File: config.mk
export PLATFORM = sky130hd
export DESIGN_NAME = jpeg_dqt_segment_parser
export DESIGN_NICKNAME = d
export VERILOG_FILES = /design/src/hdl/jdqt_pkg.sv /design/src/hdl/jpeg_dqt_segment_parser.sv /design/src/hdl/jdqt_front.sv /design/src/hdl/jdqt_queue.sv /design/src/hdl/jdqt_back.sv
export SDC_FILE = /design/constraint.sdc
export NUM_CORES = 1
export LEC_CHECK = 0
export BUFFER_PORTS_ARGS = -buffer_cell sky130_fd_sc_hd__buf_2
export CAP_MARGIN = 40
export CORE_MARGIN = 2
export CORE_UTILIZATION = 55
export DETAILED_ROUTE_END_ITERATION = 6
export PLACE_DENSITY = 0.79
export SETUP_SLACK_MARGIN = 0.1
export SKIP_CTS_REPAIR_TIMING = 1
export SYNTH_ARGS = -nofsm -noshare
export SYNTH_HDL_FRONTEND = slang
export SYNTH_HIERARCHICAL = 1
export SYNTH_SLANG_ARGS = --single-unit
File: constraint.sdc
create_clock -name clk_i -period 3.2 [get_ports clk_i]
set_input_delay 0.48 -clock clk_i [delete_from_list [all_inputs] [get_ports clk_i]]
set_output_delay 0.48 -clock clk_i [all_outputs]
set_load 0.01 [all_outputs]
File: src/hdl/jdqt_pkg.sv
// Shared types and constants for the JPEG DQT segment parser.
// Used by jdqt_front, jdqt_queue, jdqt_back and jpeg_dqt_segment_parser.
package jdqt_pkg;

  localparam int unsigned NumTablesDefault = 4;
  localparam int unsigned BlockCoeffs      = 64;
  localparam int unsigned QueueDepth       = 2;

  localparam logic [7:0] MarkerPrefix = 8'hFF;
  localparam logic [7:0] MarkerSoi    = 8'hD8;
  localparam logic [7:0] MarkerDqt    = 8'hDB;

  // Natural (row-major) position of each coefficient in zigzag order.
  localparam logic [5:0] NaturalOf [BlockCoeffs] = '{
    6'd0,  6'd1,  6'd8,  6'd16, 6'd9,  6'd2,  6'd3,  6'd10,
    6'd17, 6'd24, 6'd32, 6'd25, 6'd18, 6'd11, 6'd4,  6'd5,
    6'd12, 6'd19, 6'd26, 6'd33, 6'd40, 6'd48, 6'd41, 6'd34,
    6'd27, 6'd20, 6'd13, 6'd6,  6'd7,  6'd14, 6'd21, 6'd28,
    6'd35, 6'd42, 6'd49, 6'd56, 6'd57, 6'd50, 6'd43, 6'd36,
    6'd29, 6'd22, 6'd15, 6'd23, 6'd30, 6'd37, 6'd44, 6'd51,
    6'd58, 6'd59, 6'd52, 6'd45, 6'd38, 6'd31, 6'd39, 6'd46,
    6'd53, 6'd60, 6'd61, 6'd54, 6'd47, 6'd55, 6'd62, 6'd63
  };

  // One decoded coefficient, passed from the parser to the output side.
  typedef struct packed {
    logic [1:0]  table_id;
    logic [5:0]  zigzag_index;
    logic [15:0] coeff_value;
    logic        table_done;
    logic [2:0]  tables_used;
  } coeff_t;

  typedef struct packed {
    logic valid;
    logic full;
  } queue_status_t;

endpackage

File: src/hdl/jpeg_dqt_segment_parser.sv
// JPEG DQT segment parser, top level.
// Instantiates jdqt_front, jdqt_queue and jdqt_back; depends on jdqt_pkg.
//
// Input channel (in_valid_i / in_ready_o): one beat carries one file byte and
// a file_start flag that marks the first byte of a new file. Output channel
// (out_valid_o / out_ready_i): one beat per quantizer coefficient of a table
// whose id is below NUM_TABLES, with its zigzag and natural positions, a
// last-of-table flag and the count of tables used so far.
// The parser takes one byte per cycle while the queue is not full. A
// coefficient reaches the output through the coefficient queue and then the
// output register, which also does the zigzag lookup.
// Bytes that yield no coefficient leave the output side untouched.
// When the receiver stalls, coefficients collect in the two-entry queue; the
// input is held off whenever the queue is full, even in a cycle in which the
// output beat is taken, so at most two more coefficients can queue up behind a
// stalled beat. Bytes that complete no coefficient keep flowing until then.
// Reset empties the queue and output register and leaves the parser scanning
// with two bytes to drop, as at the start of a file.
module jpeg_dqt_segment_parser
  import jdqt_pkg::*;
#(
  parameter int unsigned NUM_TABLES = NumTablesDefault
) (
  input  logic        clk_i,
  input  logic        rst_ni,
  input  logic        in_valid_i,
  output logic        in_ready_o,
  input  logic [7:0]  data_byte_i,
  input  logic        file_start_i,
  output logic        out_valid_o,
  input  logic        out_ready_i,
  output logic [1:0]  table_id_o,
  output logic [5:0]  zigzag_index_o,
  output logic [5:0]  natural_index_o,
  output logic [15:0] coeff_value_o,
  output logic        table_done_o,
  output logic [2:0]  tables_used_o
);

  logic          take;
  logic          push;
  coeff_t        push_data;
  logic          pop;
  coeff_t        head;
  queue_status_t q_status;

  assign in_ready_o = !q_status.full;
  assign take       = in_valid_i && in_ready_o;

  jdqt_front #(
    .NUM_TABLES (NUM_TABLES)
  ) u_front (
    .clk_i        (clk_i),
    .rst_ni       (rst_ni),
    .take_i       (take),
    .data_byte_i  (data_byte_i),
    .file_start_i (file_start_i),
    .push_o       (push),
    .push_data_o  (push_data)
  );

  jdqt_queue u_queue (
    .clk_i       (clk_i),
    .rst_ni      (rst_ni),
    .push_i      (push),
    .push_data_i (push_data),
    .pop_i       (pop),
    .head_o      (head),
    .status_o    (q_status)
  );

  jdqt_back u_back (
    .clk_i           (clk_i),
    .rst_ni          (rst_ni),
    .head_i          (head),
    .status_i        (q_status),
    .pop_o           (pop),
    .out_valid_o     (out_valid_o),
    .out_ready_i     (out_ready_i),
    .table_id_o      (table_id_o),
    .zigzag_index_o  (zigzag_index_o),
    .natural_index_o (natural_index_o),
    .coeff_value_o   (coeff_value_o),
    .table_done_o    (table_done_o),
    .tables_used_o   (tables_used_o)
  );

`ifndef ASSERT_OFF
  // The queue can only fill up while the output register is stalled.
  a_fill_needs_stall: assert property (@(posedge clk_i) disable iff (!rst_ni)
    $fell(in_ready_o) |-> $past(out_valid_o && !out_ready_i))
    else $error("input held off without an output stall");

  // A table is counted before any of its coefficients leaves.
  a_tables_used: assert property (@(posedge clk_i) disable iff (!rst_ni)
    out_valid_o && (NUM_TABLES <= 4) |-> {1'b0, tables_used_o} > {2'b00, table_id_o})
    else $error("tables_used does not cover table_id");

  // The last coefficient of a table sits at the last zigzag and natural spot.
  a_done_pos: assert property (@(posedge clk_i) disable iff (!rst_ni)
    out_valid_o && table_done_o |-> zigzag_index_o == 6'd63 && natural_index_o == 6'd63)
    else $error("table_done on a coefficient that is not the last");

  // A push while the queue is full would lose a coefficient.
  a_no_overflow: assert property (@(posedge clk_i) disable iff (!rst_ni)
    push |-> !q_status.full)
    else $error("coefficient pushed into a full queue");
`endif

endmodule

File: src/hdl/jdqt_front.sv
// DQT byte parser on jdqt_pkg: marker scan, length and table entry decoding.
// Pushes one coeff_t per completed coefficient with table id < NUM_TABLES.
module jdqt_front
  import jdqt_pkg::*;
#(
  parameter int unsigned NUM_TABLES = NumTablesDefault
) (
  input  logic       clk_i,
  input  logic       rst_ni,
  input  logic       take_i,
  input  logic [7:0] data_byte_i,
  input  logic       file_start_i,
  output logic       push_o,
  output coeff_t     push_data_o
);

  localparam int unsigned MaxW = $clog2(NUM_TABLES + 1);

  localparam logic [2:0] PhScan = 3'd0;
  localparam logic [2:0] PhMark = 3'd1;
  localparam logic [2:0] PhLenH = 3'd2;
  localparam logic [2:0] PhLenL = 3'd3;
  localparam logic [2:0] PhHdr  = 3'd4;
  localparam logic [2:0] PhChi  = 3'd5;
  localparam logic [2:0] PhClo  = 3'd6;

  logic [2:0]      phase_q, phase_d;
  logic [1:0]      drop_q, drop_d;
  logic            skip_q, skip_d;
  logic [15:0]     seg_q, seg_d;
  logic [7:0]      len_hi_q, len_hi_d;
  logic            wide_q, wide_d;
  logic [3:0]      cur_q, cur_d;
  logic [5:0]      cnt_q, cnt_d;
  logic [7:0]      val_hi_q, val_hi_d;
  logic [MaxW-1:0] max_q, max_d;

  logic [15:0] seg_dec;
  logic [15:0] len_full;
  logic        hdr_id_ok;
  logic        cur_id_ok;
  logic [MaxW-1:0] hdr_id_next;

  assign seg_dec     = seg_q - 16'd1;
  assign len_full    = {len_hi_q, data_byte_i};
  assign hdr_id_ok   = {1'b0, data_byte_i[3:0]} < 5'(NUM_TABLES);
  assign cur_id_ok   = {1'b0, cur_q} < 5'(NUM_TABLES);
  assign hdr_id_next = MaxW'({1'b0, data_byte_i[3:0]} + 5'd1);

  always_comb begin
    phase_d     = phase_q;
    drop_d      = drop_q;
    skip_d      = skip_q;
    seg_d       = seg_q;
    len_hi_d    = len_hi_q;
    wide_d      = wide_q;
    cur_d       = cur_q;
    cnt_d       = cnt_q;
    val_hi_d    = val_hi_q;
    max_d       = max_q;
    push_o      = 1'b0;
    push_data_o = '0;
    if (take_i) begin
      if (file_start_i) begin
        // The first byte of a file restarts everything and is itself dropped.
        phase_d  = PhScan;
        drop_d   = 2'd1;
        skip_d   = 1'b0;
        seg_d    = '0;
        len_hi_d = '0;
        wide_d   = 1'b0;
        cur_d    = '0;
        cnt_d    = '0;
        val_hi_d = '0;
        max_d    = '0;
      end else if (drop_q != 2'd0) begin
        drop_d = drop_q - 2'd1;
      end else begin
        unique case (phase_q)
          PhScan: begin
            if (data_byte_i == MarkerPrefix) phase_d = PhMark;
          end
          PhMark: begin
            phase_d = PhScan;
            if (data_byte_i == MarkerSoi) begin
              skip_d = 1'b1;
            end else if (data_byte_i == MarkerDqt) begin
              if (skip_q) skip_d = 1'b0;
              else        phase_d = PhLenH;
            end
          end
          PhLenH: begin
            len_hi_d = data_byte_i;
            phase_d  = PhLenL;
          end
          PhLenL: begin
            if (len_full > 16'd2) begin
              seg_d   = len_full - 16'd2;
              phase_d = PhHdr;
            end else begin
              seg_d   = '0;
              phase_d = PhScan;
            end
          end
          PhHdr: begin
            seg_d  = seg_dec;
            wide_d = data_byte_i[7:4] != 4'd0;
            cur_d  = data_byte_i[3:0];
            cnt_d  = '0;
            if (hdr_id_ok && hdr_id_next > max_q) max_d = hdr_id_next;
            if (seg_dec == 16'd0)            phase_d = PhScan;
            else if (data_byte_i[7:4] != '0) phase_d = PhChi;
            else                             phase_d = PhClo;
          end
          PhChi: begin
            seg_d    = seg_dec;
            val_hi_d = data_byte_i;
            phase_d  = (seg_dec != 16'd0) ? PhClo : PhScan;
          end
          PhClo: begin
            seg_d = seg_dec;
            if (cur_id_ok) begin
              push_o                   = 1'b1;
              push_data_o.table_id     = cur_q[1:0];
              push_data_o.zigzag_index = cnt_q;
              push_data_o.coeff_value  = wide_q ? {val_hi_q, data_byte_i}
                                                : {8'd0, data_byte_i};
              push_data_o.table_done   = cnt_q == 6'(BlockCoeffs - 1);
              push_data_o.tables_used  = 3'(max_q);
            end
            cnt_d = cnt_q + 6'd1;
            if (seg_dec == 16'd0)                  phase_d = PhScan;
            else if (cnt_q == 6'(BlockCoeffs - 1)) phase_d = PhHdr;
            else if (wide_q)                       phase_d = PhChi;
            else                                   phase_d = PhClo;
          end
          default: phase_d = PhScan;
        endcase
      end
    end
  end

  always_ff @(posedge clk_i or negedge rst_ni) begin
    if (!rst_ni) begin
      phase_q  <= PhScan;
      drop_q   <= 2'd2;
      skip_q   <= 1'b0;
      seg_q    <= '0;
      len_hi_q <= '0;
      wide_q   <= 1'b0;
      cur_q    <= '0;
      cnt_q    <= '0;
      val_hi_q <= '0;
      max_q    <= '0;
    end else begin
      phase_q  <= phase_d;
      drop_q   <= drop_d;
      skip_q   <= skip_d;
      seg_q    <= seg_d;
      len_hi_q <= len_hi_d;
      wide_q   <= wide_d;
      cur_q    <= cur_d;
      cnt_q    <= cnt_d;
      val_hi_q <= val_hi_d;
      max_q    <= max_d;
    end
  end

endmodule

File: src/hdl/jdqt_queue.sv
// Short FIFO of decoded coefficients between the parser and the output stage.
// Depends on jdqt_pkg for coeff_t, queue_status_t and QueueDepth.
module jdqt_queue
  import jdqt_pkg::*;
(
  input  logic          clk_i,
  input  logic          rst_ni,
  input  logic          push_i,
  input  coeff_t        push_data_i,
  input  logic          pop_i,
  output coeff_t        head_o,
  output queue_status_t status_o
);

  localparam int unsigned PtrW = (QueueDepth > 1) ? $clog2(QueueDepth) : 1;
  localparam int unsigned CntW = $clog2(QueueDepth + 1);

  coeff_t            mem_q [QueueDepth];
  logic [PtrW-1:0]   wr_ptr_q, wr_ptr_d;
  logic [PtrW-1:0]   rd_ptr_q, rd_ptr_d;
  logic [CntW-1:0]   count_q, count_d;
  logic              do_push, do_pop;

  assign status_o.valid = count_q != '0;
  assign status_o.full  = count_q == CntW'(QueueDepth);
  assign do_push        = push_i && !status_o.full;
  assign do_pop         = pop_i && status_o.valid;
  assign head_o         = mem_q[rd_ptr_q];

  always_comb begin
    wr_ptr_d = wr_ptr_q;
    rd_ptr_d = rd_ptr_q;
    count_d  = count_q;
    if (do_push) begin
      wr_ptr_d = (wr_ptr_q == PtrW'(QueueDepth - 1)) ? '0 : wr_ptr_q + PtrW'(1);
    end
    if (do_pop) begin
      rd_ptr_d = (rd_ptr_q == PtrW'(QueueDepth - 1)) ? '0 : rd_ptr_q + PtrW'(1);
    end
    if (do_push && !do_pop)      count_d = count_q + CntW'(1);
    else if (do_pop && !do_push) count_d = count_q - CntW'(1);
  end

  always_ff @(posedge clk_i) begin
    if (do_push) mem_q[wr_ptr_q] <= push_data_i;
  end

  always_ff @(posedge clk_i or negedge rst_ni) begin
    if (!rst_ni) begin
      wr_ptr_q <= '0;
      rd_ptr_q <= '0;
      count_q  <= '0;
    end else begin
      wr_ptr_q <= wr_ptr_d;
      rd_ptr_q <= rd_ptr_d;
      count_q  <= count_d;
    end
  end

endmodule

File: src/hdl/jdqt_back.sv
// Output stage: maps the zigzag index to its natural position and holds the
// result beat in a register until taken. Depends on jdqt_pkg.
module jdqt_back
  import jdqt_pkg::*;
(
  input  logic          clk_i,
  input  logic          rst_ni,
  input  coeff_t        head_i,
  input  queue_status_t status_i,
  output logic          pop_o,
  output logic          out_valid_o,
  input  logic          out_ready_i,
  output logic [1:0]    table_id_o,
  output logic [5:0]    zigzag_index_o,
  output logic [5:0]    natural_index_o,
  output logic [15:0]   coeff_value_o,
  output logic          table_done_o,
  output logic [2:0]    tables_used_o
);

  logic   valid_q;
  coeff_t data_q;
  logic [5:0] natural_q;

  // If the queue holds a coefficient, the register refills in the same cycle that its beat is taken.
  assign pop_o = status_i.valid && (!valid_q || out_ready_i);

  always_ff @(posedge clk_i or negedge rst_ni) begin
    if (!rst_ni) begin
      valid_q <= 1'b0;
    end else if (pop_o) begin
      valid_q <= 1'b1;
    end else if (out_ready_i) begin
      valid_q <= 1'b0;
    end
  end

  always_ff @(posedge clk_i) begin
    if (pop_o) begin
      data_q    <= head_i;
      natural_q <= NaturalOf[head_i.zigzag_index];
    end
  end

  assign out_valid_o     = valid_q;
  assign table_id_o      = data_q.table_id;
  assign zigzag_index_o  = data_q.zigzag_index;
  assign natural_index_o = natural_q;
  assign coeff_value_o   = data_q.coeff_value;
  assign table_done_o    = data_q.table_done;
  assign tables_used_o   = data_q.tables_used;

endmodule
Word-level counts from Yosys, hierarchy flattened. Memories as Yosys holds them, arrays and structs flattened. A register that Yosys moved wholly into a read port is not among the register bits. Index checks and enable logic that the tools add are counted.

Input port bits: 13. Register bits: 85. RAM bits: 56. Memories kept: 2. Output and inout port bits: 36. Logic and storage cells: 150. Memory bits (read-only): 384.

Memory list: (name not given) (depth 64, bits a word 6, rd ports 1, clocked after Yosys merged registers in 1, write ports 0, line jdqt_back.sv:41) `natural_q <= NaturalOf[head_i.zigzag_index];`; u_queue.mem_q (depth 2, bits a word 28, rd ports 1, clocked after Yosys merged registers in 0, write ports 1, line jdqt_queue.sv:18) `coeff_t mem_q [QueueDepth];`.

Bitwise operators: 1. $add $sub $neg: 9. Multiplexer cells: 63. Equality and inequality tests: 13. Reductions and logical operators: 39. Magnitude comparators: 4.

Operators with widths (count): $mux 28 (5); $mux 16 (4); $mux 8 (6); $mux 3 (14); $pmux 16 s2 (1); $eq 8x8->1 const B (3); $pmux 3 s7 (1); $reduce_bool 2->1 (10); $mux 1 (19); $reduce_and 3->1 (6); $gt 16x2->1 const B (1); $logic_not 16->1 (1); $reduce_bool 16->1 (1); $sub 16x1->16 const B (1); $sub 16x2->16 const B (1); $mux 2 (7); $mux 4 (3); $mux 6 (2); $pmux 6 s2 (1); $eq 3x3->1 const B (3); $reduce_bool 3->1 (3); $lt 4x3->1 const B (2); $reduce_and 4->1 (2); $logic_and 1x1->1 (7); 19 further kinds (25).

Depth between registers and ports, before layout.
Depth after elaboration: 11. Mapped depth: 12. Mapped depth without buffers: 11.

Cells and area by module. Netlist, hierarchy kept.

By module, submodules not included: jdqt_front (area each 3564.7 um^2, times used 1, sequential area each 1302.5 um^2, cells each 418); jdqt_queue (area each 2265.9 um^2, times used 1, sequential area each 1781.7 um^2, cells each 106); jdqt_back (area each 1821.7 um^2, times used 1, sequential area each 1046.0 um^2, cells each 149); jpeg_dqt_segment_parser (area each 10.0 um^2, times used 1, sequential area each 0.0 um^2, cells each 2).

Worst setup path before layout. No wires, ideal clock.

Path kind: register -> register. Start point: register u_queue.count_q[0]. End point: memory u_queue/mem_q[0][0] (netlist name) (enable). Required time: 2.787 ns. Clock period less this slack: 3.398 ns. Arrival time: 2.985 ns. Path slack: -0.198 ns. Cell stages (with the launch flop): 9. Path buffers: 1. Library setup time: 0.413 ns. Cells stage by stage: dfrtp_1 -> nand2b_1 -> inv_1 -> nor2b_1 -> nand3b_1 -> nor3_1 -> clkbuf_1 -> nand2_1 -> nor2_1.

RTL lines: from (decl) (line jdqt_queue.sv:21) `logic [CntW-1:0] count_q, count_d;`; from (signal assigned) (line jdqt_queue.sv:56) `count_q <= count_d;`; to (decl) (line jdqt_queue.sv:18).

==> results.txt <==
Min-Delay Path Class = in2async
Number of violations of the max-capacitance limit = 0
Post-synth net total = 713
Internal power component = 0.00329 W
Fin nets = 753
Drt first pass iters = 6
Cell Area, Synth = 7660 sq um
Routed vias = 5518
Worst-Skew Late Latency = 420 ps
Final wirelength = 16.3 mm
Peak VDD IR = 363 uV
Final Cycle Share = 0.845
Minimum clock period = 2700 ps
Peak Freq = 370 MHz
Final Hold Fails = 0
CTS buffer count = 17
Worst slew margin = 0.404
Synthesized flop and latch total = 147
Worst path required time = 3550 ps
Clock Skew = 9.54 ps
Post-Synth Adder-Cell Area = 0.0408
Detail Route Antenna Nets = 0
Yosys synthesis warning count = 6
Number of enable flip-flop cells after synthesis = 90
Fin cells = 908
GRT Overall Usage = 0.228
# clock sinks = 147
Max Slew Vio Count = 0
WL per Instance = 17.9 um
Io pins = 49
Initial Util = 0.559
Area contributors post-synth = edfxtp_1, dfrtp_1, ha_1, o21ai_0, mux2_2
Cells after synthesis = 675
Setup crit start kind = flop
Post-Synth Simple-Gate Area = 0.162
Placer Congestion = 0.871
Clock power share = 0.430
Post-DP HPWL = 10.7 mm
Maximum clock insertion buffer count = 2
Post-synth top area share = 0.353
Count of different cell masters after synthesis = 74
First-pass GRT wire length = 26.2 mm
Vias/cell = 6.08
Die area = 14900 sq um
Root Driver = clkbuf_16
Setup Crit Path Kind = reg2reg
Ant diodes = 0
Layout area overhead = 11.3%
Highest-count cells in the layout ignoring fill and taps = edfxtp_1, nand2_1, dfrtp_1
Synth Area in XOR/XNOR = 0.0331
Avg Inst Size Synth = 11.4 sq um
Switching power = 0.00108 W
Top cell type by total area after synthesis = edfxtp_1
Synth async-reset ratio = 0.388
Multiplexer area fraction after synthesis = 0.0570
CTS clock-pin slew for the worst setup and hold paths = 60 ps
Die height = 122 um
Largest net degree at the start of global routing = 58
Layout cell share with drive strength beyond 1 = 0.192
Crit-path max FO = 7
# DRC = 0
Critical Path AT = 3060 ps
Top FF cell, synth = edfxtp_1
Leakage = 3.55 nW
Combinational power share = 0.076
Final setup viols = 0
Setup tns final = 0 ps
Initial antenna violation count = 0
CTS HTree Levels = 4
Number of instances in the placed design = 876
Core Box Area = 13700 sq um
Cell area power density = 513 nW/um^2
Vias in the first global route = 5335
Most common cell after layout, fill and taps aside = edfxtp_1
I/O Buffers = 48
Remaining global-route overflow = 0
RSZ-0062 raised after global routing = false
Part of the Yosys area used for sequential elements = 0.539
Measured slew at the worst slew-check pin = 888 ps
Main combinational cell family by area after synthesis = simple AND/OR/NAND/NOR gates
Crit end category = flop
Outcome = finished, final reports clean
Synth Area in Compound Gates = 0.129
CTS tree = built
Sw frac = 0.247
1st-iter DRT viols = 733
Die width = 122 um
Flop pwr share = 0.494
Cell row count = 43
==> metrics by stage <==
| step | cell area (sq um) | utilization | power [W] | setup slack [ps] | hold WS (ps) |
|---|---|---|---|---|---|
| 6_report | 8530 | 0.622 | 0.00437 | 497 | 211 |
| 5_1_grt | 8530 | 0.622 | 0.00453 | 323 | 275 |
| 4_1_cts | 8530 | 0.622 | 0.00439 | 561 | 236 |
| 2_1_floorplan | 7660 | - | 0.00240 | 258 | 184 |
| 3_5_place_dp | 7960 | 0.580 | 0.00252 | 529 | 468 |
| 3_3_place_gp | 7960 | 0.580 | 0.00249 | 657 | 456 |
==> flip-flops by register name, summed over array words and instances, names as in the netlist <==
| name | flops |
|---|---|
| u_back/tables_used_o | 3 |
| u_front/len_hi_q | 8 |
| u_back/natural_index_o | 6 |
| u_front/cnt_q | 6 |
| u_queue/mem_q | 56 |
| u_back/zigzag_index_o | 6 |
| u_back/coeff_value_o | 16 |
| u_queue/wr_ptr_q | 1 |
| u_back/out_valid_o | 1 |
| u_queue/rd_ptr_q | 1 |
| u_front/val_hi_q | 8 |
| u_back/table_done_o | 1 |
| u_queue/count_q | 2 |
| u_front/seg_q | 16 |
| u_front/wide_q | 1 |
| u_back/table_id_o | 2 |
| u_front/max_q | 3 |
| u_front/drop_q | 2 |
| u_front/cur_q | 4 |
| u_front/phase_q | 3 |
| u_front/skip_q | 1 |
==> path summary, 6_finish.rpt <==
kind                                     from  slack [ps]                  to  cells past startpoint
min reg2reg                  u_front/cur_q[1]         480    u_front/cur_q[1]                      2
min                                    rst_ni         210  u_queue/count_q[0]                      2
min in group clk_i                out_ready_i         330  u_back/out_valid_o                      3
max in group asynchronous              rst_ni        2500    u_front/seg_q[4]                      2
max reg2reg                u_queue/count_q[0]         500   u_front/seg_q[14]                      9
max                        u_queue/count_q[0]         500   u_front/seg_q[14]                      9
==> per-layer routing <==
layer,part of all wire,track usage,up-vias
li1,-,-,2554
met1,0.43,0.298,2683
met2,0.49,0.365,240
met3,0.064,0.0478,41
met4,0.023,0.105,0
met5,0,0,-
==> cells by family after synthesis <==
group | count (synthesis)
simple gates | 234
compound gates | 150
flops | 147
buf+inv | 54
mux | 36
xor+xnor | 29
fa+ha+maj | 25
==> worst max-delay path, stage by stage, from the launching register on <==
cell	delay, ps
dfrtp_1	400
nand2b_1	170
inv_1	70
nor2b_1	330
nand3b_1	310
a21oi_1	450
inv_1	190
or3_1	430
nor2_1	150
a221o_1	130
==> power groups by stage <==
| stage | sequential, W | combinational, W | clock [W] |
|---|---|---|---|
| 2_1_floorplan | 0.00217 | 0.000233 | 0 |
| 3_3_place_gp | 0.00218 | 0.000307 | 0 |
| 3_5_place_dp | 0.00219 | 0.000326 | 0 |
| 4_1_cts | 0.00215 | 0.000332 | 0.00190 |
| 5_1_grt | 0.00217 | 0.000378 | 0.00199 |
| 6_report | 0.00216 | 0.000334 | 0.00188 |
==> cells in the mapped netlist, drive strengths merged (2+ instances only) <==
library cell  instances
ha                   25
and2b                 3
buf                  18
or2                   4
nand2b               24
and2                 16
nor2                 51
a22o                 10
nor4                  8
a2111oi               3
clkbuf               16
o22ai                11
a21oi                18
inv                  20
nand4                 3
and3                 15
nand3b                3
nand3                15
dfrtp                56
nand2                57
o21ai                59
o21a                  2
o41ai                 3
nor3b                 6
xor2                 10
a31oi                11
a21o                  5
mux2                 31
o2111ai               2
o221ai                3
edfxtp               90
mux2i                 5
or3                   5
o311ai                2
o31ai                 3
xnor2                19
nor3                 16
nor2b                 7
a221oi                2
==> layout make-up <==
| type | count | area [sq um] |
|---|---|---|
| clock inverter | 11 | 90.1 |
| sequential | 147 | 4130 |
| multi-input combinational | 474 | 3240 |
| timing repair buffer | 55 | 293 |
| tap | 180 | 225 |
| clock buffer | 21 | 474 |
| fill | 1062 | 5190 |
| inverter | 20 | 75.1 |
Power figures use the tool's default switching activity.
